**src/tks_pkg.sv**
```systemverilog
package tks_pkg;

    // default width of the byte position counter
    localparam int POS_BITS_DEF = 16;

    // item records held between front and back
    localparam int QUEUE_DEPTH = 4;
    localparam int QIDX_BITS   = $clog2(QUEUE_DEPTH);

    localparam int CH_BITS    = 8;
    localparam int KIND_BITS  = 5;
    localparam int START_BITS = 16;
    localparam int LEN_BITS   = 16;

    // token kinds
    localparam logic [KIND_BITS-1:0] KIND_ILLEGAL   = 5'd0;
    localparam logic [KIND_BITS-1:0] KIND_EOF       = 5'd1;
    localparam logic [KIND_BITS-1:0] KIND_IDENT     = 5'd2;
    localparam logic [KIND_BITS-1:0] KIND_INT       = 5'd3;
    localparam logic [KIND_BITS-1:0] KIND_ASSIGN    = 5'd4;
    localparam logic [KIND_BITS-1:0] KIND_EQ        = 5'd5;
    localparam logic [KIND_BITS-1:0] KIND_BANG      = 5'd6;
    localparam logic [KIND_BITS-1:0] KIND_NE        = 5'd7;
    localparam logic [KIND_BITS-1:0] KIND_COLON     = 5'd8;
    localparam logic [KIND_BITS-1:0] KIND_ALLOCATE  = 5'd9;
    localparam logic [KIND_BITS-1:0] KIND_SEMICOLON = 5'd10;
    localparam logic [KIND_BITS-1:0] KIND_COMMA     = 5'd11;
    localparam logic [KIND_BITS-1:0] KIND_LPAREN    = 5'd12;
    localparam logic [KIND_BITS-1:0] KIND_RPAREN    = 5'd13;
    localparam logic [KIND_BITS-1:0] KIND_PLUS      = 5'd14;
    localparam logic [KIND_BITS-1:0] KIND_MINUS     = 5'd15;
    localparam logic [KIND_BITS-1:0] KIND_MULT      = 5'd16;
    localparam logic [KIND_BITS-1:0] KIND_LT        = 5'd17;
    localparam logic [KIND_BITS-1:0] KIND_GT        = 5'd18;
    localparam logic [KIND_BITS-1:0] KIND_DIV       = 5'd19;
    localparam logic [KIND_BITS-1:0] KIND_LBRACE    = 5'd20;
    localparam logic [KIND_BITS-1:0] KIND_RBRACE    = 5'd21;

    // open run codes
    localparam logic [1:0] RUN_NONE  = 2'd0;
    localparam logic [1:0] RUN_IDENT = 2'd1;
    localparam logic [1:0] RUN_INT   = 2'd2;

    // pending operator codes
    localparam logic [1:0] PEND_NONE  = 2'd0;
    localparam logic [1:0] PEND_EQ    = 2'd1;
    localparam logic [1:0] PEND_BANG  = 2'd2;
    localparam logic [1:0] PEND_COLON = 2'd3;

    // characters
    localparam logic [CH_BITS-1:0] CH_NUL    = 8'h00;
    localparam logic [CH_BITS-1:0] CH_TAB    = 8'h09;
    localparam logic [CH_BITS-1:0] CH_LF     = 8'h0A;
    localparam logic [CH_BITS-1:0] CH_CR     = 8'h0D;
    localparam logic [CH_BITS-1:0] CH_SPACE  = 8'h20;
    localparam logic [CH_BITS-1:0] CH_BANG   = 8'h21;
    localparam logic [CH_BITS-1:0] CH_LPAREN = 8'h28;
    localparam logic [CH_BITS-1:0] CH_RPAREN = 8'h29;
    localparam logic [CH_BITS-1:0] CH_STAR   = 8'h2A;
    localparam logic [CH_BITS-1:0] CH_PLUS   = 8'h2B;
    localparam logic [CH_BITS-1:0] CH_COMMA  = 8'h2C;
    localparam logic [CH_BITS-1:0] CH_MINUS  = 8'h2D;
    localparam logic [CH_BITS-1:0] CH_SLASH  = 8'h2F;
    localparam logic [CH_BITS-1:0] CH_ZERO   = 8'h30;
    localparam logic [CH_BITS-1:0] CH_NINE   = 8'h39;
    localparam logic [CH_BITS-1:0] CH_COLON  = 8'h3A;
    localparam logic [CH_BITS-1:0] CH_SEMI   = 8'h3B;
    localparam logic [CH_BITS-1:0] CH_LT     = 8'h3C;
    localparam logic [CH_BITS-1:0] CH_EQ     = 8'h3D;
    localparam logic [CH_BITS-1:0] CH_GT     = 8'h3E;
    localparam logic [CH_BITS-1:0] CH_UP_A   = 8'h41;
    localparam logic [CH_BITS-1:0] CH_UP_Z   = 8'h5A;
    localparam logic [CH_BITS-1:0] CH_UNDER  = 8'h5F;
    localparam logic [CH_BITS-1:0] CH_LO_A   = 8'h61;
    localparam logic [CH_BITS-1:0] CH_LO_Z   = 8'h7A;
    localparam logic [CH_BITS-1:0] CH_LBRACE = 8'h7B;
    localparam logic [CH_BITS-1:0] CH_RBRACE = 8'h7D;

    typedef struct packed {
        logic [KIND_BITS-1:0]  kind;
        logic [START_BITS-1:0] start;
        logic [LEN_BITS-1:0]   len;
        logic                  last;
    } t_tok;

    // all tokens caused by one item, in order
    typedef struct packed {
        logic [1:0] cnt;
        t_tok       tok0;
        t_tok       tok1;
    } t_rec;

    typedef struct packed {
        logic full;
        logic empty;
    } t_qstat;

    function automatic logic is_alpha(input logic [CH_BITS-1:0] c);
        return (c >= CH_LO_A && c <= CH_LO_Z) || (c >= CH_UP_A && c <= CH_UP_Z)
            || c == CH_UNDER;
    endfunction

    function automatic logic is_decimal(input logic [CH_BITS-1:0] c);
        return c >= CH_ZERO && c <= CH_NINE;
    endfunction

    function automatic logic is_space(input logic [CH_BITS-1:0] c);
        return c == CH_SPACE || c == CH_TAB || c == CH_LF || c == CH_CR;
    endfunction

    function automatic logic [KIND_BITS-1:0] single_kind(input logic [CH_BITS-1:0] c);
        logic [KIND_BITS-1:0] k;
        unique case (c)
            CH_SEMI:   k = KIND_SEMICOLON;
            CH_COMMA:  k = KIND_COMMA;
            CH_LPAREN: k = KIND_LPAREN;
            CH_RPAREN: k = KIND_RPAREN;
            CH_PLUS:   k = KIND_PLUS;
            CH_MINUS:  k = KIND_MINUS;
            CH_STAR:   k = KIND_MULT;
            CH_LT:     k = KIND_LT;
            CH_GT:     k = KIND_GT;
            CH_SLASH:  k = KIND_DIV;
            CH_LBRACE: k = KIND_LBRACE;
            CH_RBRACE: k = KIND_RBRACE;
            default:   k = KIND_ILLEGAL;
        endcase
        return k;
    endfunction

    // operator emitted alone when no '=' follows
    function automatic logic [KIND_BITS-1:0] lone_kind(input logic [1:0] p);
        logic [KIND_BITS-1:0] k;
        unique case (p)
            PEND_EQ:    k = KIND_ASSIGN;
            PEND_BANG:  k = KIND_BANG;
            PEND_COLON: k = KIND_COLON;
            default:    k = KIND_ILLEGAL;
        endcase
        return k;
    endfunction

    // operator completed by '='
    function automatic logic [KIND_BITS-1:0] pair_kind(input logic [1:0] p);
        logic [KIND_BITS-1:0] k;
        unique case (p)
            PEND_EQ:    k = KIND_EQ;
            PEND_BANG:  k = KIND_NE;
            PEND_COLON: k = KIND_ALLOCATE;
            default:    k = KIND_ILLEGAL;
        endcase
        return k;
    endfunction

endpackage

```
**src/tks_if.sv**
```systemverilog
interface tks_in_if import tks_pkg::*; ();
    logic               valid;
    logic               ready;
    logic [CH_BITS-1:0] ch;
    logic               is_end;

    modport source (output valid, output ch, output is_end, input ready);
    modport sink (input valid, input ch, input is_end, output ready);
endinterface

interface tks_out_if import tks_pkg::*; ();
    logic                  valid;
    logic                  ready;
    logic [KIND_BITS-1:0]  kind;
    logic [START_BITS-1:0] start_res;
    logic [LEN_BITS-1:0]   length;
    logic                  last;

    modport source (output valid, output kind, output start_res, output length,
                    output last, input ready);
    modport sink (input valid, input kind, input start_res, input length,
                  input last, output ready);
endinterface

```
**src/tks_front.sv**
```systemverilog
module tks_front import tks_pkg::*; #(
    parameter int POS_BITS = POS_BITS_DEF
) (
    input  logic        i_clk,
    input  logic        i_rst_n,
    tks_in_if.sink      i_in,
    input  t_qstat      i_qstat,
    output logic        o_push,
    output t_rec        o_rec
);

    logic [POS_BITS-1:0] r_pos, n_pos;
    logic [1:0]          r_run_kind, n_run_kind;
    logic [POS_BITS-1:0] r_run_start, n_run_start;
    logic [LEN_BITS-1:0] r_run_len, n_run_len;
    logic [1:0]          r_pend, n_pend;

    logic                accept;
    logic                fin;
    logic [CH_BITS-1:0]  c;
    logic [POS_BITS-1:0] pos_m1;
    logic                a_on, b_on;
    t_tok                a_tok, b_tok, pend_tok, run_tok, eof_tok;

    assign i_in.ready = !i_qstat.full;
    assign accept     = i_in.valid && i_in.ready;
    assign c          = i_in.ch;
    assign fin        = i_in.is_end || c == CH_NUL;
    assign pos_m1     = r_pos - 1'b1;

    always_comb begin
        pend_tok = '{kind: lone_kind(r_pend), start: START_BITS'(pos_m1),
                     len: LEN_BITS'(1), last: 1'b0};
        run_tok  = '{kind: (r_run_kind == RUN_IDENT) ? KIND_IDENT : KIND_INT,
                     start: START_BITS'(r_run_start), len: r_run_len, last: 1'b0};
        eof_tok  = '{kind: KIND_EOF, start: START_BITS'(r_pos), len: '0, last: 1'b0};
    end

    always_comb begin
        a_on        = 1'b0;
        b_on        = 1'b0;
        a_tok       = pend_tok;
        b_tok       = eof_tok;
        n_pos       = r_pos + 1'b1;
        n_run_kind  = r_run_kind;
        n_run_start = r_run_start;
        n_run_len   = r_run_len;
        n_pend      = PEND_NONE;
        if (fin) begin
            // flush whatever is open, then eof; pending and run never coexist
            a_on        = r_pend != PEND_NONE || r_run_kind != RUN_NONE;
            a_tok       = (r_pend != PEND_NONE) ? pend_tok : run_tok;
            b_on        = 1'b1;
            b_tok       = eof_tok;
            n_pos       = '0;
            n_run_kind  = RUN_NONE;
            n_run_start = '0;
            n_run_len   = '0;
        end else if (r_pend != PEND_NONE && c == CH_EQ) begin
            a_on  = 1'b1;
            a_tok = '{kind: pair_kind(r_pend), start: START_BITS'(pos_m1),
                      len: LEN_BITS'(2), last: 1'b0};
        end else begin
            a_on = r_pend != PEND_NONE;
            if ((r_run_kind == RUN_IDENT && is_alpha(c))
                    || (r_run_kind == RUN_INT && is_decimal(c))) begin
                n_run_len = (r_run_len == '1) ? r_run_len : r_run_len + 1'b1;
            end else begin
                if (r_run_kind != RUN_NONE) begin
                    a_on  = 1'b1;
                    a_tok = run_tok;
                end
                n_run_kind = RUN_NONE;
                n_run_len  = '0;
                if (is_space(c)) begin
                    n_run_kind = RUN_NONE;
                end else if (is_alpha(c)) begin
                    n_run_kind  = RUN_IDENT;
                    n_run_start = r_pos;
                    n_run_len   = LEN_BITS'(1);
                end else if (is_decimal(c)) begin
                    n_run_kind  = RUN_INT;
                    n_run_start = r_pos;
                    n_run_len   = LEN_BITS'(1);
                end else if (c == CH_EQ) begin
                    n_pend = PEND_EQ;
                end else if (c == CH_BANG) begin
                    n_pend = PEND_BANG;
                end else if (c == CH_COLON) begin
                    n_pend = PEND_COLON;
                end else begin
                    b_on  = 1'b1;
                    b_tok = '{kind: single_kind(c), start: START_BITS'(r_pos),
                              len: LEN_BITS'(1), last: 1'b0};
                end
            end
        end
        a_tok.last = !b_on;
        b_tok.last = 1'b1;
    end

    // pack the tokens of this item into one record
    always_comb begin
        o_rec.cnt  = {1'b0, a_on} + {1'b0, b_on};
        o_rec.tok0 = a_on ? a_tok : b_tok;
        o_rec.tok1 = b_tok;
        o_push     = accept && (a_on || b_on);
    end

    always_ff @(posedge i_clk) begin
        if (!i_rst_n) begin
            r_pos       <= '0;
            r_run_kind  <= RUN_NONE;
            r_run_start <= '0;
            r_run_len   <= '0;
            r_pend      <= PEND_NONE;
        end else if (accept) begin
            r_pos       <= n_pos;
            r_run_kind  <= n_run_kind;
            r_run_start <= n_run_start;
            r_run_len   <= n_run_len;
            r_pend      <= n_pend;
        end
    end

endmodule

```
**src/tks_queue.sv**
```systemverilog
module tks_queue import tks_pkg::*; (
    input  logic   i_clk,
    input  logic   i_rst_n,
    input  logic   i_push,
    input  t_rec   i_rec,
    input  logic   i_pop,
    output t_rec   o_head,
    output t_qstat o_qstat
);

    t_rec                r_mem [QUEUE_DEPTH];
    logic [QIDX_BITS-1:0] r_wr, r_rd;
    logic [QIDX_BITS:0]   r_cnt;
    logic                 do_push, do_pop;

    assign o_qstat.full  = r_cnt == (QIDX_BITS+1)'(QUEUE_DEPTH);
    assign o_qstat.empty = r_cnt == '0;
    assign do_push       = i_push && !o_qstat.full;
    assign do_pop        = i_pop && !o_qstat.empty;
    assign o_head        = r_mem[r_rd];

    always_ff @(posedge i_clk) begin
        if (do_push) begin
            r_mem[r_wr] <= i_rec;
        end
    end

    always_ff @(posedge i_clk) begin
        if (!i_rst_n) begin
            r_wr  <= '0;
            r_rd  <= '0;
            r_cnt <= '0;
        end else begin
            if (do_push) begin
                r_wr <= r_wr + 1'b1;
            end
            if (do_pop) begin
                r_rd <= r_rd + 1'b1;
            end
            r_cnt <= r_cnt + {{QIDX_BITS{1'b0}}, do_push} - {{QIDX_BITS{1'b0}}, do_pop};
        end
    end

endmodule

```
**src/tks_back.sv**
```systemverilog
module tks_back import tks_pkg::*; (
    input  logic     i_clk,
    input  logic     i_rst_n,
    input  t_rec     i_head,
    input  t_qstat   i_qstat,
    output logic     o_pop,
    tks_out_if.source o_out
);

    logic r_valid;
    logic r_have2;
    t_tok r_tok, r_tok2;
    logic load_ok;

    assign load_ok = !r_valid || o_out.ready;
    assign o_pop   = load_ok && !r_have2 && !i_qstat.empty;

    assign o_out.valid     = r_valid;
    assign o_out.kind      = r_tok.kind;
    assign o_out.start_res = r_tok.start;
    assign o_out.length    = r_tok.len;
    assign o_out.last      = r_tok.last;

    always_ff @(posedge i_clk) begin
        if (!i_rst_n) begin
            r_valid <= 1'b0;
            r_have2 <= 1'b0;
        end else if (load_ok) begin
            if (r_have2) begin
                r_valid <= 1'b1;
                r_have2 <= 1'b0;
            end else if (!i_qstat.empty) begin
                r_valid <= 1'b1;
                r_have2 <= i_head.cnt == 2'd2;
            end else begin
                r_valid <= 1'b0;
            end
        end
    end

    always_ff @(posedge i_clk) begin
        if (load_ok) begin
            if (r_have2) begin
                r_tok <= r_tok2;
            end else if (!i_qstat.empty) begin
                r_tok  <= i_head.tok0;
                r_tok2 <= i_head.tok1;
            end
        end
    end

endmodule

```
**src/token_scanner_top.sv**
```systemverilog
// token scanner: takes source text one byte per item on i_in (ch, is_end) and
// gives tokens on o_out as kind, start_res (low 16 bits of the byte offset of
// the first character) and length (saturating at 65535). whitespace (space,
// tab, cr, lf) separates tokens and yields nothing; letter/underscore runs are
// identifiers, digit runs are integers, '==', '!=' and ':=' are two-byte
// operators, listed punctuation bytes are single tokens and any other byte is
// illegal. is_end, or a zero byte, flushes any open token, sends eof (length
// 0, start at the current offset) and resets the offset to zero. one input
// item gives zero, one or two tokens, and last marks the final token of each
// item. rate: one byte is accepted every cycle while the queue has room; the
// back end hands out one token per cycle while o_out is ready, so the
// sustained rate is one item per cycle while items average no more than one
// token each, and a four-record queue between the classifying front end and
// the output stage soaks up bursts of two-token items. a token goes through
// the queue write, then the output register, before it shows on o_out. POS_BITS
// sets the width of the internal offset counter, which wraps at its width.
module token_scanner_top import tks_pkg::*; #(
    parameter int POS_BITS = POS_BITS_DEF
) (
    input  logic       i_clk,
    input  logic       i_rst_n,
    tks_in_if.sink     i_in,
    tks_out_if.source  o_out
);

    // records travelling from classifier to output stage
    t_rec   push_rec;
    t_rec   head_rec;
    t_qstat qstat;
    logic   push;
    logic   pop;

    // front: classify each byte, track open run and pending operator
    tks_front #(
        .POS_BITS (POS_BITS)
    ) u_front (
        .i_clk   (i_clk),
        .i_rst_n (i_rst_n),
        .i_in    (i_in),
        .i_qstat (qstat),
        .o_push  (push),
        .o_rec   (push_rec)
    );

    // short queue so each side can stall on its own
    tks_queue u_queue (
        .i_clk   (i_clk),
        .i_rst_n (i_rst_n),
        .i_push  (push),
        .i_rec   (push_rec),
        .i_pop   (pop),
        .o_head  (head_rec),
        .o_qstat (qstat)
    );

    // back: serialise each record into one token per cycle while o_out is ready
    tks_back u_back (
        .i_clk   (i_clk),
        .i_rst_n (i_rst_n),
        .i_head  (head_rec),
        .i_qstat (qstat),
        .o_pop   (pop),
        .o_out   (o_out)
    );

endmodule

```
**src/flat_wrapper.sv**
```systemverilog
// flat-port wrapper written by rule: the top's interface ports become plain ports
module token_scanner_top_flat import tks_pkg::*;
#(
    parameter int POS_BITS = POS_BITS_DEF
)
  (i_clk, i_rst_n, i_in_valid, i_in_ch, i_in_is_end, i_in_ready, o_out_valid, o_out_kind, o_out_start_res, o_out_length, o_out_last, o_out_ready);
  tks_in_if i_in_i ();
  tks_out_if o_out_i ();
  input  logic i_clk;
  input  logic i_rst_n;
  input wire logic [$bits(i_in_i.valid)-1:0] i_in_valid;
  input wire logic [$bits(i_in_i.ch)-1:0] i_in_ch;
  input wire logic [$bits(i_in_i.is_end)-1:0] i_in_is_end;
  output wire logic [$bits(i_in_i.ready)-1:0] i_in_ready;
  output wire logic [$bits(o_out_i.valid)-1:0] o_out_valid;
  output wire logic [$bits(o_out_i.kind)-1:0] o_out_kind;
  output wire logic [$bits(o_out_i.start_res)-1:0] o_out_start_res;
  output wire logic [$bits(o_out_i.length)-1:0] o_out_length;
  output wire logic [$bits(o_out_i.last)-1:0] o_out_last;
  input wire logic [$bits(o_out_i.ready)-1:0] o_out_ready;
  assign i_in_i.valid = i_in_valid;
  assign i_in_i.ch = i_in_ch;
  assign i_in_i.is_end = i_in_is_end;
  assign i_in_ready = i_in_i.ready;
  assign o_out_valid = o_out_i.valid;
  assign o_out_kind = o_out_i.kind;
  assign o_out_start_res = o_out_i.start_res;
  assign o_out_length = o_out_i.length;
  assign o_out_last = o_out_i.last;
  assign o_out_i.ready = o_out_ready;
  token_scanner_top #(.POS_BITS(POS_BITS)) u_core (.i_clk(i_clk), .i_rst_n(i_rst_n), .i_in(i_in_i), .o_out(o_out_i));
endmodule
```
**config.mk**
```make
export PLATFORM = sky130hd
export DESIGN_NAME = token_scanner_top_flat
export DESIGN_NICKNAME = d
export VERILOG_FILES = /design/src/tks_pkg.sv /design/src/tks_if.sv /design/src/tks_front.sv /design/src/tks_queue.sv /design/src/tks_back.sv /design/src/token_scanner_top.sv /design/src/flat_wrapper.sv
export SDC_FILE = /design/constraint.sdc
export NUM_CORES = 1
export LEC_CHECK = 0
export BUFFER_PORTS_ARGS = -buffer_cell sky130_fd_sc_hd__clkbuf_2
export CAP_MARGIN = 20
export CORE_MARGIN = 3
export CORE_UTILIZATION = 45
export CTS_CLUSTER_DIAMETER = 60
export DETAILED_ROUTE_END_ITERATION = 7
export PLACE_DENSITY = 0.62
export SETUP_SLACK_MARGIN = 0.1
export SLEW_MARGIN = 20
export SYNTH_ARGS = -nofsm -noshare
export SYNTH_HDL_FRONTEND = slang
export SYNTH_SLANG_ARGS = --single-unit
```
**constraint.sdc**
```tcl
create_clock -name i_clk -period 5.4 [get_ports i_clk]
set_input_delay 0.27 -clock i_clk [delete_from_list [all_inputs] [get_ports i_clk]]
set_output_delay 0.27 -clock i_clk [all_outputs]
set_load 0.01 [all_outputs]
```
==> metrics list <==
* Placed wire-length estimate after detailed placement: between 15,000 and 20,000 um
- Remaining global-route overflow: 0
- Die W: 191 um
- The clock reaches the later pin of the worst-skew pair after approximately 0.52 ns.
- After detailed routing, the average wire length per cell comes to ~21 um.
- Between clock sinks in the finished design, the worst skew comes to around 0.017 ns.
* Net count of the finished layout: approximately 1,100
* Clock Tree Root: clkbuf_16
- Maximum buffer depth of the clock tree: 3
- Measured against its own limit, the worst slew margin works out to 0.294.
- Buffers placed on the I/O ports in this run total 52.
- Height of the die: roughly 190 um
- Count of synthesis-stage warnings from yosys: 0
- TritonCTS buffer count: 37
- Max-slew violation count: 0
- Synth cell types: 79
* Worst EP arrival: ~3.6 ns
- Synth Instances: 990
* Number of max-cap violations: 0
- Detailed-route vias per instance: 5.64
- The initial utilization of the core area, before any placement, comes to 0.458.
* Final critical path time including I/O delays and setup: 3.18 ns
* Status: finished, final reports clean
* DRC violations left: 0
- In this run the static leakage power is just under 6 nW.
- For this run, the number of standard cells in the final layout without fillers is roughly 1,500.
- Std cell rows: between 60 and 70
* Fin. Hold Viols: 0
- Antenna diodes: 0
* Number of inserted filler cells in the final layout: 2,788
- CP Data Required Time: between 5 and 6 ns
- # IOs: between 50 and 60
- The via count of the first global-routing pass is about 8,500.
- Die ar.: 36,600 sq um
- Final WL: around 32,000 um
- The number of nets handed over by synthesis was about 1,000.
- The first global-routing pass estimated 50,100 um of wire.
- Yosys mapped a number of flops with a built-in enable equal to between 300 and 400.
- Slew at the pin closest to its max-slew limit: between 1 and 1.5 ns
- The number of antenna violations at the first check in global routing is 0.
- Area of the core region: around 34,000 sq um
- The count of nets left with antenna violations once routing finished came out at 0.
- The library cell used most frequently in the layout, excluding fill and tap cells, is edfxtp_1.
- Setup violations remaining at the end of the flow were counted as 0.
* Peak VDD IR: 211 uV
- The first detailed-routing pass ran for 5 iterations.
- Asr flop ratio synth: 0
- STA classifies the critical path startpoint as a register.
- After clock tree synthesis, the clock-pin slew on the worst setup and hold paths is 0.06 ns.
- The top cell types in the final layout, fill and taps aside, are edfxtp_1, mux4_2, dfxtp_1, clkbuf_2, nor2_1.
* Critical Path Fanout Max: 7
* Avg Inst Size Synth: 15.6 sq um
* Most used flip-flop cell after synthesis: edfxtp_1
- Total Neg Setup Slack: 0 ns
- Setup repair after global routing left no endpoint under its margin.
* Maximum number of pins on one net before global-route repair: 63
- The H-tree was split into 2 levels.
- On the final layout, the worst hold slack is 0.129 ns.
* Post-synthesis to final-layout area growth: 12.2%
- Critical Path End Type: register
- The mapped netlist covers around 15,000 sq um.
* Hold/Removal Path Class: input pin to register
- CTS saw around 370 sinks.
- DR vias: about 8,500
- Timing would allow up to 0.314 GHz.
- The design draws 7.89 mW.
- Critical path start-end classification: register to register
- Post-route fraction of the period consumed by the critical path: 0.590
* Power density relative to cell area: about 460 nW/um^2
* Gr usage total: 0.177
- For this run, the register share of the synthesized area comes to 0.680.
* Routability-driven placement congestion ratio: between 0.8 and 0.9
- After clock tree synthesis, the setup repair step added 0 buffers.
* Count of instances resized after the clock tree is built: 0
* Iteration-0 DRC count of the detailed router: around 700
- Once placement completed, the tool counted placed cells totaling 1,445.
- Share of layout cells above drive strength 1: 0.217
- TritonCTS built the clock tree.
- Total of flip-flops plus latches after synthesis: ~370
- Hold repair after CTS inserted 0 buffers.
[sequential cells by signal, summed over array words and instances (netlist names), 2 cells and up, named ones only]
register                       count
u_core.u_back.o_out.length        16
u_core.u_back.o_out.kind           5
u_core.u_front.r_run_start        16
u_core.u_queue.r_rd                2
u_core.u_front.r_pos              16
u_core.u_front.r_pend              2
u_core.u_front.r_run_len          16
u_core.u_queue.r_cnt               3
u_core.u_queue.r_mem             248
u_core.u_queue.r_wr                2
u_core.u_back.o_out.start_res     16
u_core.u_back.r_tok2              22
u_core.u_front.r_run_kind          2
[synthesized netlist by cell type, types with 16 or more instances]
master,count,area share
inv_1,26,0.0063
nand2_1,44,0.011
dfxtp_1,63,0.082
and3_1,19,0.0077
buf_2,17,0.0055
ha_1,16,0.013
a22o_1,21,0.012
nand4_1,16,0.0065
nor3_1,26,0.0084
o21ai_0,30,0.0097
nor2_1,51,0.012
clkbuf_1,27,0.0066
mux2_2,22,0.016
mux4_2,60,0.087
edfxtp_1,308,0.60
nand3_1,27,0.0087
nor2b_1,25,0.010
a21oi_1,27,0.0087
[critical path, cell delays in order (launching register included)]
cell and delay (ns):
dfxtp_1 0.41, nand2b_1 0.18, a211oi_2 0.08, a211o_1 0.34, nand2_2 0.08, inv_2 0.04, ha_1 0.18, nor2_1 0.34
inv_1 0.11, ha_1 0.29, inv_1 0.04, ha_1 0.20, fa_1 0.40, xnor2_1 0.18, xnor2_1 0.13, nor2_1 0.05
[metrics by stage]
stage | instance area, sq um | worst slack, ns | util
floorplan | 15500 | 1.39 | -
global placement | 16200 | 1.78 | 0.479
detailed placement | 16200 | 1.72 | 0.479
CTS | 17300 | 2.19 | 0.514
global route | 17300 | 1.89 | 0.514
finish | 17300 | 2.22 | 0.514
[power breakdown]
part	total (mW)	switching [mW]	leakage [nW]	internal, mW
clock	2.47	1.01	0.572	1.45
sequential	3.88	0.176	3.46	3.70
combinational	1.54	0.867	1.82	0.675
total	7.89	2.06	5.85	5.83
[layer usage]
| layer | share of wire | GRT usage | vias to the layer above | routed length [um] |
|---|---|---|---|---|
| li1 | - | - | 3947 | - |
| met1 | 0.47 | 0.263 | 4346 | 15100 |
| met2 | 0.46 | 0.274 | 205 | 14700 |
| met3 | 0.053 | 0.0319 | 32 | 1680 |
| met4 | 0.015 | 0.0398 | 0 | 472 |
| met5 | 0 | 0 | - | 0 |
[path summary, 6_finish.rpt]
check                           slack (ns)                                  startpoint  cells past startpoint                                          to
worst max-delay path                  2.22   u_core.u_front.r_run_kind[1]$_SDFFE_PN0P_                     15          u_core.u_queue.r_cnt[2]$_SDFF_PN0_
worst min-delay path                  0.13                                     i_rst_n                      2       u_core.u_front.r_pend[1]$_SDFFE_PN0P_
worst max register to register        2.22   u_core.u_front.r_run_kind[1]$_SDFFE_PN0P_                     15          u_core.u_queue.r_cnt[2]$_SDFF_PN0_
worst min register to register        0.47  u_core.u_front.r_run_start[5]$_SDFFE_PN0P_                      1  u_core.u_front.r_run_start[5]$_SDFFE_PN0P_
[logic make-up after synthesis]
family / synth area share
AND/OR/NAND/NOR: 0.0986
AO/OA/AOI/OAI: 0.0603
adder cells (fa/ha/maj): 0.0143
buffers and inverters: 0.0252
multiplexers: 0.108
XOR/XNOR: 0.0130
flip-flops: 0.680
[area by class of cell]
cell class              count  area (sq um)  area share
inverters                  27           101     0.00585
clock inverters            13           111     0.00643
well taps                 448           561      0.0323
multi-input cells         534          4580       0.264
repair buffers             65           408      0.0235
flip-flops and latches    371         10500       0.607
clock buffers              55          1060      0.0610
Note: power is estimated with default switching activity, not from simulation.
